<file path="config.mk">
export PLATFORM = sky130hd
export DESIGN_NAME = civil_time_to_epoch_seconds_top
export DESIGN_NICKNAME = d
export VERILOG_FILES = /design/src/rtl/ctes_pkg.sv /design/src/rtl/ctes_days.sv /design/src/rtl/civil_time_to_epoch_seconds_top.sv
export SDC_FILE = /design/constraint.sdc
export NUM_CORES = 1
export LEC_CHECK = 0
export BUFFER_PORTS_ARGS = -buffer_cell sky130_fd_sc_hd__clkbuf_2
export CAP_MARGIN = 20
export CORE_ASPECT_RATIO = 0.7
export CORE_MARGIN = 3
export CORE_UTILIZATION = 65
export DETAILED_ROUTE_END_ITERATION = 16
export PLACE_DENSITY_LB_ADDON = 0.2
export SLEW_MARGIN = 40
export SYNTH_ARGS = -nofsm -noshare
export SYNTH_HDL_FRONTEND = slang
export SYNTH_HIERARCHICAL = 1
export SYNTH_SLANG_ARGS = --single-unit
</file>
<file path="constraint.sdc">
create_clock -name clk_i -period 9.9 [get_ports clk_i]
set_clock_uncertainty 0.1 [all_clocks]
set_input_delay 0.495 -clock clk_i [delete_from_list [all_inputs] [get_ports clk_i]]
set_output_delay 0.495 -clock clk_i [all_outputs]
set_load 0.02 [all_outputs]
</file>
<file path="src/rtl/ctes_pkg.sv">
// Shared constants and helpers for the civil time to epoch seconds converter.
package ctes_pkg;

  localparam int unsigned YearW   = 14;
  localparam int unsigned MonthW  = 4;
  localparam int unsigned DayW    = 5;
  localparam int unsigned HourW   = 5;
  localparam int unsigned MinuteW = 6;
  localparam int unsigned SecondW = 6;
  localparam int unsigned EpochW  = 38;

  localparam int unsigned DoyW  = 9;   // day of March-based year, up to 397
  localparam int unsigned TodW  = 17;  // seconds of day, up to 115443
  localparam int unsigned DaysW = 23;  // day count, up to about 6.0e6
  localparam int unsigned ProdW = DaysW + TodW;

  // floor(y / 100) = (y * 5243) >> 19 for every 14-bit y
  localparam int unsigned DivMulW   = 13;
  localparam int unsigned DivShift  = 19;
  localparam int unsigned DivProdW  = YearW + DivMulW;
  localparam int unsigned CentW     = DivProdW - DivShift;
  localparam logic [DivMulW-1:0] DivMul = 13'd5243;

  localparam logic [DaysW-1:0] DaysPerYear    = 23'd365;
  localparam logic [DaysW-1:0] EpochDayOffset = 23'd719468;
  localparam logic [TodW-1:0]  SecPerDay      = 17'd86400;
  localparam logic [TodW-1:0]  SecPerHour     = 17'd3600;
  localparam logic [TodW-1:0]  SecPerMinute   = 17'd60;
  localparam logic [EpochW-1:0] EpochMax      = {EpochW{1'b1}};

  // First day of each month in a year that starts in March: (153*m + 2) / 5
  function automatic logic [DoyW-1:0] month_start(input logic [MonthW-1:0] mshift);
    logic [DoyW-1:0] r;
    case (mshift)
      4'd0:    r = 9'd0;
      4'd1:    r = 9'd31;
      4'd2:    r = 9'd61;
      4'd3:    r = 9'd92;
      4'd4:    r = 9'd122;
      4'd5:    r = 9'd153;
      4'd6:    r = 9'd184;
      4'd7:    r = 9'd214;
      4'd8:    r = 9'd245;
      4'd9:    r = 9'd275;
      4'd10:   r = 9'd306;
      4'd11:   r = 9'd337;
      4'd12:   r = 9'd367;
      default: r = 9'd0;
    endcase
    return r;
  endfunction

endpackage

</file>
<file path="src/rtl/ctes_days.sv">
// Day count pipeline: three stages from a calendar date to days since the epoch.
module ctes_days import ctes_pkg::*; (
  input  logic               clk_i,
  input  logic               rst_ni,
  input  logic               en_i,
  input  logic               valid_i,
  input  logic [YearW-1:0]   year_i,
  input  logic [MonthW-1:0]  month_i,
  input  logic [DayW-1:0]    day_i,
  input  logic [HourW-1:0]   hour_i,
  input  logic [MinuteW-1:0] minute_i,
  input  logic [SecondW-1:0] second_i,
  output logic               valid_o,
  output logic [DaysW-1:0]   days_o,
  output logic [TodW-1:0]    tod_o
);

  // stage 1: March-based year, day of year, seconds of day
  logic               v1_q, v1_d;
  logic [YearW-1:0]   y1_q, y1_d;
  logic               neg1_q, neg1_d;
  logic [DoyW-1:0]    doy1_q, doy1_d;
  logic [TodW-1:0]    tod1_q, tod1_d;

  logic [MonthW-1:0]  mon;
  logic [MonthW-1:0]  mshift;
  logic [DoyW-1:0]    dm1;
  logic               early;

  always_comb begin
    mon    = (month_i == '0) ? MonthW'(1) : month_i;
    dm1    = (day_i == '0) ? '0 : DoyW'(day_i - DayW'(1));
    early  = (mon <= MonthW'(2));
    mshift = early ? (mon + MonthW'(9)) : (mon - MonthW'(3));
    // January and February belong to the previous March-based year
    neg1_d = early && (year_i == '0);
    y1_d   = (early && (year_i != '0)) ? (year_i - YearW'(1)) : year_i;
    doy1_d = month_start(mshift) + dm1;
    tod1_d = TodW'(hour_i) * SecPerHour + TodW'(minute_i) * SecPerMinute
           + TodW'(second_i);
    v1_d   = valid_i;
  end

  // stage 2: whole years to days, 365*y + y/4 - y/100 + y/400
  logic               v2_q;
  logic [DaysW-1:0]   yd2_q, yd2_d;
  logic               neg2_q;
  logic [DoyW-1:0]    doy2_q;
  logic [TodW-1:0]    tod2_q;

  logic [DivProdW-1:0] div_prod;
  logic [CentW-1:0]    cent;

  always_comb begin
    div_prod = DivProdW'(y1_q) * DivProdW'(DivMul);
    cent     = div_prod[DivProdW-1:DivShift];
    yd2_d    = DaysW'(y1_q) * DaysPerYear + DaysW'(y1_q >> 2) - DaysW'(cent)
             + DaysW'(cent >> 2);
  end

  // stage 3: add day of year, shift to the epoch, clamp at zero
  logic               v3_q;
  logic [DaysW-1:0]   days3_q, days3_d;
  logic [TodW-1:0]    tod3_q;
  logic [DaysW-1:0]   day_sum;

  always_comb begin
    day_sum = yd2_q + DaysW'(doy2_q);
    if (neg2_q || (day_sum < EpochDayOffset)) begin
      days3_d = '0;
    end else begin
      days3_d = day_sum - EpochDayOffset;
    end
  end

  always_ff @(posedge clk_i or negedge rst_ni) begin
    if (!rst_ni) begin
      v1_q <= 1'b0;
      v2_q <= 1'b0;
      v3_q <= 1'b0;
    end else if (en_i) begin
      v1_q <= v1_d;
      v2_q <= v1_q;
      v3_q <= v2_q;
    end
  end

  always_ff @(posedge clk_i) begin
    if (en_i) begin
      y1_q    <= y1_d;
      neg1_q  <= neg1_d;
      doy1_q  <= doy1_d;
      tod1_q  <= tod1_d;
      yd2_q   <= yd2_d;
      neg2_q  <= neg1_q;
      doy2_q  <= doy1_q;
      tod2_q  <= tod1_q;
      days3_q <= days3_d;
      tod3_q  <= tod2_q;
    end
  end

  assign valid_o = v3_q;
  assign days_o  = days3_q;
  assign tod_o   = tod3_q;

endmodule

</file>
<file path="src/rtl/civil_time_to_epoch_seconds_top.sv">
// Top level: calendar time in, seconds since 1970-01-01 out, five pipeline stages.
//
// Input channel in_valid_i / in_ready_o carries one calendar time word
// (year_i, month_i, day_i, hour_i, minute_i, second_i). Output channel
// out_valid_o / out_ready_i carries epoch_seconds_o.
// A zero month or day counts as one; dates before 1970 give zero days, with
// the time of day still added; results past 38 bits saturate to all ones.
//
// Throughput: one word per cycle while the receiver does not stall; the
// stages are: date decode, years to days, epoch shift and clamp,
// days times 86400, time-of-day add and saturate.
// Reset clears all stage valid bits; the pipeline comes up empty and ready.
// When the receiver stalls with a result waiting, every stage holds and
// in_ready_o drops; bubbles inside the pipeline are not squeezed out.
module civil_time_to_epoch_seconds_top import ctes_pkg::*; (
  input  logic               clk_i,
  input  logic               rst_ni,
  input  logic               in_valid_i,
  output logic               in_ready_o,
  input  logic [YearW-1:0]   year_i,
  input  logic [MonthW-1:0]  month_i,
  input  logic [DayW-1:0]    day_i,
  input  logic [HourW-1:0]   hour_i,
  input  logic [MinuteW-1:0] minute_i,
  input  logic [SecondW-1:0] second_i,
  output logic               out_valid_o,
  input  logic               out_ready_i,
  output logic [EpochW-1:0]  epoch_seconds_o
);

  logic             adv;
  logic             days_valid;
  logic [DaysW-1:0] days;
  logic [TodW-1:0]  tod;

  // advance unless a finished word is held at the output
  assign adv        = !out_valid_o || out_ready_i;
  assign in_ready_o = adv;

  ctes_days u_days (
    .clk_i    (clk_i),
    .rst_ni   (rst_ni),
    .en_i     (adv),
    .valid_i  (in_valid_i),
    .year_i   (year_i),
    .month_i  (month_i),
    .day_i    (day_i),
    .hour_i   (hour_i),
    .minute_i (minute_i),
    .second_i (second_i),
    .valid_o  (days_valid),
    .days_o   (days),
    .tod_o    (tod)
  );

  // stage 4: days to seconds
  logic             v4_q;
  logic [ProdW-1:0] prod4_q, prod4_d;
  logic [TodW-1:0]  tod4_q;

  assign prod4_d = ProdW'(days) * ProdW'(SecPerDay);

  // stage 5: add time of day, saturate
  logic              v5_q;
  logic [EpochW-1:0] sec5_q, sec5_d;
  logic [ProdW-1:0]  total;

  always_comb begin
    total = prod4_q + ProdW'(tod4_q);
    if (total[ProdW-1:EpochW] != '0) begin
      sec5_d = EpochMax;
    end else begin
      sec5_d = total[EpochW-1:0];
    end
  end

  always_ff @(posedge clk_i or negedge rst_ni) begin
    if (!rst_ni) begin
      v4_q <= 1'b0;
      v5_q <= 1'b0;
    end else if (adv) begin
      v4_q <= days_valid;
      v5_q <= v4_q;
    end
  end

  always_ff @(posedge clk_i) begin
    if (adv) begin
      prod4_q <= prod4_d;
      tod4_q  <= tod;
      sec5_q  <= sec5_d;
    end
  end

  assign out_valid_o     = v5_q;
  assign epoch_seconds_o = sec5_q;

  // a refused word means the output is held by the receiver
  a_refuse_only_on_stall: assert property (@(posedge clk_i) disable iff (!rst_ni)
    (in_valid_i && !in_ready_o) |-> (out_valid_o && !out_ready_i))
    else $error("input refused without an output stall");

  // a stall freezes the inner stages
  a_stall_holds_pipe: assert property (@(posedge clk_i) disable iff (!rst_ni)
    (out_valid_o && !out_ready_i) |=> ($stable(v4_q) && $stable(days_valid)))
    else $error("pipeline moved during a stall");

  // an overflowing day product must saturate the result
  a_saturate: assert property (@(posedge clk_i) disable iff (!rst_ni)
    (v4_q && adv && (prod4_q[ProdW-1:EpochW] != '0)) |=> (epoch_seconds_o == EpochMax))
    else $error("overflow did not saturate");

  // hold a waiting result until the receiver takes it
  a_out_hold: assert property (@(posedge clk_i) disable iff (!rst_ni)
    (out_valid_o && !out_ready_i) |=> (out_valid_o && $stable(epoch_seconds_o)))
    else $error("result changed while stalled");

endmodule
</file>
==> results.cfg, run 1 <==
[floorplan]
chipHeight_um = 162.7
die_w_um = 229.8
initial_core_util_pct = 66.95
core_area_um2 = 34050
dieArea_um2 = 37390
row_count = 56
io_pins = 84

[layout]
final_nets = 2853
drive_gt1_share_pct = 9.854
nFillCells = 2416
regArea_um2 = 6701
diodes = 0
utilization_pct = 73.37
multi_input_area_um2 = 14600
area_growth_syn_to_layout_pct = 9.593

[place]
dp_hpwl_um = 41870
gp_congestion = 1.016
dp_slack_ns = -0.2218
place.port_buffers = 83

[cts]
cts.sinks = 224
cts.clk_slew.worst_paths_ns = 0.07
htreeDepth = 1
cts_buffers = 22
clock_latency_ns = 0.53
clockBufferDepth = 3
cts_root_buffer = clkbuf_16
tritoncts = yes

[timing]
final.setup.worst_slack_ns = 0.2293
worst_pin_slew_ns = 0.7964
slew-limit-headroom_pct = 46.77
setup_viol = 0
hold_viol = 0
fin_crit_ns = 9.671
rsz0062_at_grt = true
min_period_over_period_pct = 97.68
drv_slew = 0
fin_tns_setup_ns = 0
fmax_mhz = 103.4

[synthesis]
yosysWarnings = 6
synth.top_cell.area_share_pct = 28.85
synth.avg_cell_area_um2 = 10.77
synth_top_family_by_area = adder cells
synthesis.nets = 2731
yosysUniqueCellTypes = 84
synth_seq_cells = 224
synthXorXnorAreaFrac_pct = 6.207
synth-edff-count = 219
synth-simple-area-share_pct = 8.386
synth_area_leaders = edfxtp_1 (29%), ha_1 (20%), fa_1 (18%)
syn_inst = 2117
synthAdderAreaFrac_pct = 38.20
synth_ff_type = edfxtp_1
synth_compound_area_share_pct = 10.03
ys_seq_area_share_pct = 29.39
muxShareOfSynthArea_pct = 0.4171
synthArstFlopShare_pct = 2.232
synth_area_um2 = 22800
synth_top_cell_by_area = edfxtp_1

[worst_setup_path]
worstSetupPathDepth = 39
ff2ff_setup_slack_ns = 0.23
reg2reg_from = u_days/y1_q[10]$_DFFE_PP_
cp_data_arrival_time_ns = 9.84
worstSetupStartpoint = u_days/y1_q[10]$_DFFE_PP_
reg2reg_to = u_days/yd2_q[22]$_DFFE_PP_
crit_type = reg2reg
endpoint_kind = flop
cp.required_ns = 10.07
crit_slowest_cell = fa_1
critPathMaxFanout = 5
crit_family = adder cells
worst_path_most_repeated_cell = inv_1
reg2reg_depth = 39
path_buf_inv = 12
slowest_delay_ns = 0.54
cp-start-kind = flop
crit_end = u_days/yd2_q[22]$_DFFE_PP_

[detailed_routing]
avgViaCountPerCell = 5.828
wire_per_inst_um = 18.92
final_antenna_net_count = 0
wl_um = 51400
drt-initial-drc-count = 1136
vias = 15840
drc_errors = 0
dr.pass1.iters = 5

[outcome]
status = completed

[grt]
antenna_found_initial = 0
grt_pass1_vias = 15870
overflow = 0
grt_use_total_pct = 28.15
grt_max_degree = 152
grt_pass1_wl_um = 82810

[min_path]
hold_class = in2reg

[run]
cap_violations = 0
through the flow:
stage	hold slack (ns)	area (um2)	std cells
floorplan	0.09941	22800	2117
global placement	0.2132	23920	2667
detailed placement	0.2154	23940	2668
CTS	0.03785	24760	2710
global route	0.03062	24990	2717
finish	0.05270	24990	2717
cells in the final DEF (no fill, tap or decap), types with 10 or more instances in the layout:
master / n
clkbuf_16: 22
o21a_1: 11
inv_1: 401
nor2b_1: 15
nand3_1: 32
xnor2_1: 100
a21o_1: 43
a31oi_1: 12
buf_4: 44
and3_1: 18
o211ai_1: 10
o21bai_1: 18
ha_1: 356
a211oi_1: 17
nand4_1: 23
nor3_1: 33
edfxtp_1: 219
a21oi_1: 93
clkbuf_2: 83
nor2_1: 84
fa_1: 210
nand2_1: 88
nand2b_1: 19
o21ai_0: 55
xor2_1: 53
cells in the mapped netlist, drive strengths merged (32+ instances only):
cell type and number:
nor3 36, o21ai 66, fa 210, ha 360, a21o 43, nand3 32, nor2 84, inv 402
xnor2 105, nand2 89, xor2 54, edfxtp 219, a21oi 98
sequential cells by signal, summed over array words and instances, names as in the netlist, 9 cells and up:
signal           count
epoch_seconds_o     38
prod4_q             33
u_days/days_o       23
u_days/yd2_q        23
tod4_q              17
u_days/tod1_q       17
u_days/tod2_q       17
u_days/tod_o        17
u_days/y1_q         14
u_days/doy1_q        9
u_days/doy2_q        9
per-layer routing:
| metal | wire length (um) | up-vias | global-route usage [%] |
|---|---|---|---|
| met4 | 437 | 4 | 2.831 |
| met2 | 20800 | 596 | 39.63 |
| met1 | 23200 | 7738 | 41.41 |
| met3 | 6741 | 50 | 12.41 |
| li1 | - | 7447 | - |
| met5 | 214 | - | 4.297 |
worst reg2reg max path: cells and delay by family (launching register included):
| family | cells | cell delay, ns |
|---|---|---|
| compound gates | 12 | 2.53 |
| fa+ha+maj | 12 | 4.62 |
| simple gates | 1 | 0.08 |
| flops | 1 | 0.47 |
| xor+xnor | 2 | 0.40 |
| buf+inv | 12 | 1.20 |
worst min-delay path by stage:
stage / depth (start not counted) / to / from
global route: 1 / u_days/tod1_q[0]$_DFFE_PP_ / second_i[0]
floorplan: 0 / out_valid_o$_DFFE_PN0P_ / rst_ni
finish: 1 / u_days/tod1_q[0]$_DFFE_PP_ / second_i[0]
detailed placement: 1 / out_valid_o$_DFFE_PN0P_ / rst_ni
CTS: 1 / u_days/tod1_q[0]$_DFFE_PP_ / second_i[0]
global placement: 1 / out_valid_o$_DFFE_PN0P_ / rst_ni
area by class of cell:
| class | instances | share of cell area, % |
|---|---|---|
| Timing Repair Buffer | 132 | 3.340 |
| Clock buffer | 28 | 2.414 |
| Sequential cell | 224 | 26.82 |
| Inverter | 402 | 6.039 |
| Clock inverter | 10 | 0.6360 |
| Multi-Input combinational cell | 1457 | 58.43 |
| Tap cell | 464 | 2.324 |
what timing repair did:
action                                  in CTS  in global routing
endpoints found under the setup margin       4                  8
hold buffers                                 1                  0
setup buffers                                3                  6
endpoints found under the hold margin        5                  0
gates resized for setup                      3                 29
pin swaps                                    0                  9
logic make-up (layout without fill, tap and decap cells):
logic type,Yosys count,after routing
simple gates,375,375
mux,9,9
fa+ha+maj,570,570
flops,224,224
buf+inv,436,572
xor+xnor,159,159
compound gates,344,344
Power of run 1 is not shown: default switching activity piles up to over one toggle a cycle in this logic, so the estimate is an artifact.
==> run 2, diff against run 1 <==
--- a/config.mk
+++ b/config.mk
@@ -9,7 +9,7 @@
 export CAP_MARGIN = 20
 export CORE_ASPECT_RATIO = 0.7
 export CORE_MARGIN = 3
-export CORE_UTILIZATION = 65
+export CORE_UTILIZATION = 35
 export DETAILED_ROUTE_END_ITERATION = 16
 export PLACE_DENSITY_LB_ADDON = 0.2
 export SLEW_MARGIN = 40
==> run 2 against run 1 <==
  * Routed wire length fell by 4.0%
  * Worst setup slack improved by 0.20 ns
  * Worst hold slack improved by 0.034 ns
  * Core utilization fell by 34 points
  * Critical endpoint is now u_days/yd2_q[20]$_DFFE_PP_
  * Via count fell by 4.1%
  * Sequential cell count did not move
  * Global-route usage fell by 13 points
==> results.cfg, run 2 (synthesis results as in run 1) <==
[outcome]
status = completed

[timing]
final.setup.worst_slack_ns = 0.4264
slew-limit-headroom_pct = 48.85
hold_slack_ns = 0.08622
drv_slew = 0
fin_crit_ns = 9.474
worst_pin_slew_ns = 0.7673
hold_viol = 0
setup_viol = 0
min_period_over_period_pct = 95.69
fmax_mhz = 105.6

[detailed_routing]
dr.pass1.iters = 5
avgViaCountPerCell = 4.854
drc_errors = 0
drt-initial-drc-count = 878
final_antenna_net_count = 0
vias = 15190
wire_per_inst_um = 15.77
wl_um = 49350

[cts]
clockBufferDepth = 3
tritoncts = yes
cts.sinks = 224
clock_latency_ns = 0.56
cts.clk_slew.worst_paths_ns = 0.06
cts_buffers = 25
htreeDepth = 1
cts_root_buffer = clkbuf_16

[worst_setup_path]
cp-start-kind = flop
slowest_delay_ns = 0.54
critPathMaxFanout = 7
worst_path_most_repeated_cell = inv_1
cp_data_arrival_time_ns = 9.68
crit_slowest_cell = fa_1
endpoint_kind = flop
cp.required_ns = 10.11
crit_type = reg2reg

[floorplan]
die_w_um = 311.0
dieArea_um2 = 68280
initial_core_util_pct = 35.75
io_pins = 84
core_area_um2 = 63780
row_count = 77
chipHeight_um = 219.5

[grt]
grt_pass1_wl_um = 83010
grt_use_total_pct = 14.97
antenna_found_initial = 1
overflow = 0
grt_max_degree = 71
grt_pass1_vias = 15560

[layout]
largest_reg_flops = 38
utilization_pct = 39.86
drive_gt1_share_pct = 9.779
diodes = 0
final_nets = 2855
final_common_cell = inv_1
area_growth_syn_to_layout_pct = 11.50
final_cell_mix = inv_1 (402), ha_1 (355), edfxtp_1 (219), fa_1 (210), xnor2_1 (100)
nFillCells = 6252

[min_path]
hold_class = in2reg

[place]
gp_congestion = 0.8892
place.port_buffers = 83
dp_hpwl_um = 40920
dp_slack_ns = 0.1412

[run]
cap_violations = 0
[run 2: cell types whose count changed in the layout (fill, tap and decap cells not counted), sizes merged]
cell	delta
clkinvlp	+2
buf	-3
bufinv	-3
clkbuf	-1
dlygate4sd3	+2
inv	+4
clkinv	+6
[run 2: through the flow]
step / TNS (ns) / instance area (um2) / cells
finish: 0 / 25420 / 3129
CTS: 0 / 25260 / 3123
global route: -0.03885 / 25420 / 3129
global placement: 0 / 24430 / 3074
detailed placement: 0 / 24440 / 3074
floorplan: 0 / 22800 / 2117
[run 2: layer usage]
layer / wire length [um] / share of wire [%] / track usage, % / up-vias
met5: 0 / 0 / 0 / -
met4: 435 / 0.88 / 1.670 / 0
met3: 3081 / 6.2 / 3.403 / 33
met2: 18790 / 38 / 20.56 / 290
met1: 27040 / 55 / 24.16 / 7402
li1: - / - / - / 7463
[run 2: worst max-delay path, delay by kind of cell (launching register included)]
family	cells	cell delay (ns)
buf+inv	10	0.76
simple gates	3	1.21
flops	1	0.48
xor+xnor	2	0.18
compound gates	11	1.81
fa+ha+maj	11	4.68
[run 2: final cells by class]
| class | instances | area (um2) | share of cell area, % |
|---|---|---|---|
| clock buffer | 27 | 633.1 | 2.491 |
| clock inverter | 19 | 153.9 | 0.6054 |
| inverter | 402 | 1509 | 5.936 |
| multi-input combinational | 1457 | 14550 | 57.22 |
| sequential | 224 | 6701 | 26.36 |
| tap | 869 | 1087 | 4.277 |
| timing repair buffer | 131 | 790.8 | 3.111 |
[run 2: final timing paths]
kind,depth (start not counted),start,end,slack (ns)
setup / recovery,37,u_days/y1_q[11]$_DFFE_PP_,u_days/yd2_q[20]$_DFFE_PP_,0.43
hold / removal,2,in_valid_i,u_days/v1_q$_DFFE_PN0P_,0.09
setup reg to reg,37,u_days/y1_q[11]$_DFFE_PP_,u_days/yd2_q[20]$_DFFE_PP_,0.43
hold reg to reg,0,u_days/tod2_q[4]$_DFFE_PP_,u_days/tod_o[4]$_DFFE_PP_,0.32
min in group asynchronous,2,rst_ni,out_valid_o$_DFFE_PN0P_,0.20
max in group asynchronous,2,rst_ni,v4_q$_DFFE_PN0P_,9.36
[run 2: repair_timing]
| action | 4_1_cts | 5_1_grt |
|---|---|---|
| setup endpoints to repair | 0 | 7 |
| resized for setup | 0 | 23 |
| buffers inserted | 0 | 6 |
| hold buffers | 3 | 0 |
| endpoints found under the hold margin | 7 | 0 |
Power of run 2 is left out for the same reason.
==> run 3, diff against run 2 <==
--- a/config.mk
+++ b/config.mk
@@ -7,9 +7,8 @@
 export LEC_CHECK = 0
 export BUFFER_PORTS_ARGS = -buffer_cell sky130_fd_sc_hd__clkbuf_2
 export CAP_MARGIN = 20
-export CORE_ASPECT_RATIO = 0.7
 export CORE_MARGIN = 3
-export CORE_UTILIZATION = 35
+export CORE_UTILIZATION = 60
 export DETAILED_ROUTE_END_ITERATION = 16
 export PLACE_DENSITY_LB_ADDON = 0.2
 export SLEW_MARGIN = 40
==> run 3 against run 2 <==
  * Sequential share of layout area increased by 0.53 points
  * Critical path depth decreased by 2
  * Routed wire length fell by 11%
  * Worst setup slack got worse by 0.094 ns
  * Global-route usage increased by 7.2 points
  * Sequential cell count is the same
  * Final cell count decreased by 12%
  * Design area shrank 2.0%
  * Clock-buffer cell count down 1
  * Largest cell class unchanged
  * Highest routed layer is now met5
==> results.cfg, run 3 (synthesis results as in run 1) <==
[layout]
largest_reg_flops = 38
final_nets = 2840
final_common_cell = inv_1
final_cell_mix = inv_1 (402), ha_1 (358), edfxtp_1 (219), fa_1 (210), xnor2_1 (102)
area_growth_syn_to_layout_pct = 9.297
diodes = 0
drive_gt1_share_pct = 8.727

[cts]
cts_buffers = 26
clockBufferDepth = 3
clock_latency_ns = 0.55
cts.clk_slew.worst_paths_ns = 0.07
cts_root_buffer = clkbuf_16
tritoncts = yes
htreeDepth = 1
cts.sinks = 224

[worst_setup_path]
endpoint_kind = flop
worst_path_most_repeated_cell = fa_1
crit_slowest_cell = fa_1
path_buf_inv = 8
crit_type = reg2reg
critPathMaxFanout = 7
cp.required_ns = 10.10
cp-start-kind = flop
slowest_delay_ns = 0.54
crit_family = adder cells
cp_data_arrival_time_ns = 9.76

[detailed_routing]
wl_met1_um = 18710
top_layer_used = met5
wl_met2_um = 22510
drc_errors = 0
avgViaCountPerCell = 5.480
wire_per_inst_um = 16.06
drt-initial-drc-count = 680
final_antenna_net_count = 0
wl_um = 44150
dr.pass1.iters = 6
routed-wl-met3_um = 1465
vias = 15070

[floorplan]
core_area_um2 = 37050
dieArea_um2 = 40370
row_count = 70
io_pins = 84
chipHeight_um = 200.9
die_w_um = 200.9
initial_core_util_pct = 61.54

[place]
dp_slack_ns = 0.1888
place.port_buffers = 83
gp_congestion = 0.9358
dp_hpwl_um = 36630

[grt]
grt_max_degree = 96
grt_pass1_wl_um = 74630
antenna_found_initial = 1
overflow = 0
grt_pass1_vias = 15690
grt_use_total_pct = 22.20

[outcome]
status = completed

[timing]
slew-limit-headroom_pct = 51.41
fin_crit_ns = 9.568
fmax_mhz = 104.5
setup_viol = 0
min_period_over_period_pct = 96.64
drv_slew = 0
worst_pin_slew_ns = 0.7271
final.setup.worst_slack_ns = 0.3323
hold_slack_ns = 0.08473
hold_viol = 0

[min_path]
hold_class = in2reg

[run]
cap_violations = 0
run 3: what timing repair did:
action	CTS	global route
resized for setup	0	7
buffers inserted	0	4
endpoints found under the setup margin	0	5
hold buffers	3	0
hold endpoints to repair	7	0
run 3: area by class of cell:
class | instances | area, um2
Fill cell | 2869 | 12130
Sequential cell | 224 | 6701
Clock inverter | 22 | 280.3
Clock buffer | 26 | 650.6
Inverter | 402 | 1509
Multi-Input combinational cell | 1457 | 14450
Timing Repair Buffer | 115 | 695.7
Tap cell | 504 | 630.6
run 3: stage by stage:
stage	cell area, um2	util, %	cells	setup TNS (ns)
after global routing	24920	67.26	2750	-0.03571
after floorplan	22800	-	2117	0
after detailed placement	23900	64.51	2695	0
after global placement	23870	64.44	2694	0
after CTS	24860	67.11	2746	0
final	24920	67.26	2750	0
run 3: worst paths after layout:
kind                                               to  slack, ns  cells past startpoint                         from
max                        u_days/yd2_q[20]$_DFFE_PP_       0.33                     35    u_days/y1_q[11]$_DFFE_PP_
min                           u_days/v1_q$_DFFE_PN0P_       0.08                      2                   in_valid_i
max reg2reg                u_days/yd2_q[20]$_DFFE_PP_       0.33                     35    u_days/y1_q[11]$_DFFE_PP_
min reg2reg                u_days/tod_o[13]$_DFFE_PP_       0.30                      0  u_days/tod2_q[13]$_DFFE_PP_
max in group asynchronous            v4_q$_DFFE_PN0P_       9.32                      2                       rst_ni
min in group asynchronous     out_valid_o$_DFFE_PN0P_       0.24                      2                       rst_ni
run 3: per-layer routing:
metal / vias to the layer above / global-route usage (%)
met3: 96 / 2.546
met5: - / 0
met2: 293 / 40.69
met4: 2 / 6.725
met1: 7237 / 27.57
li1: 7443 / -
Power of run 3 is left out for the same reason.
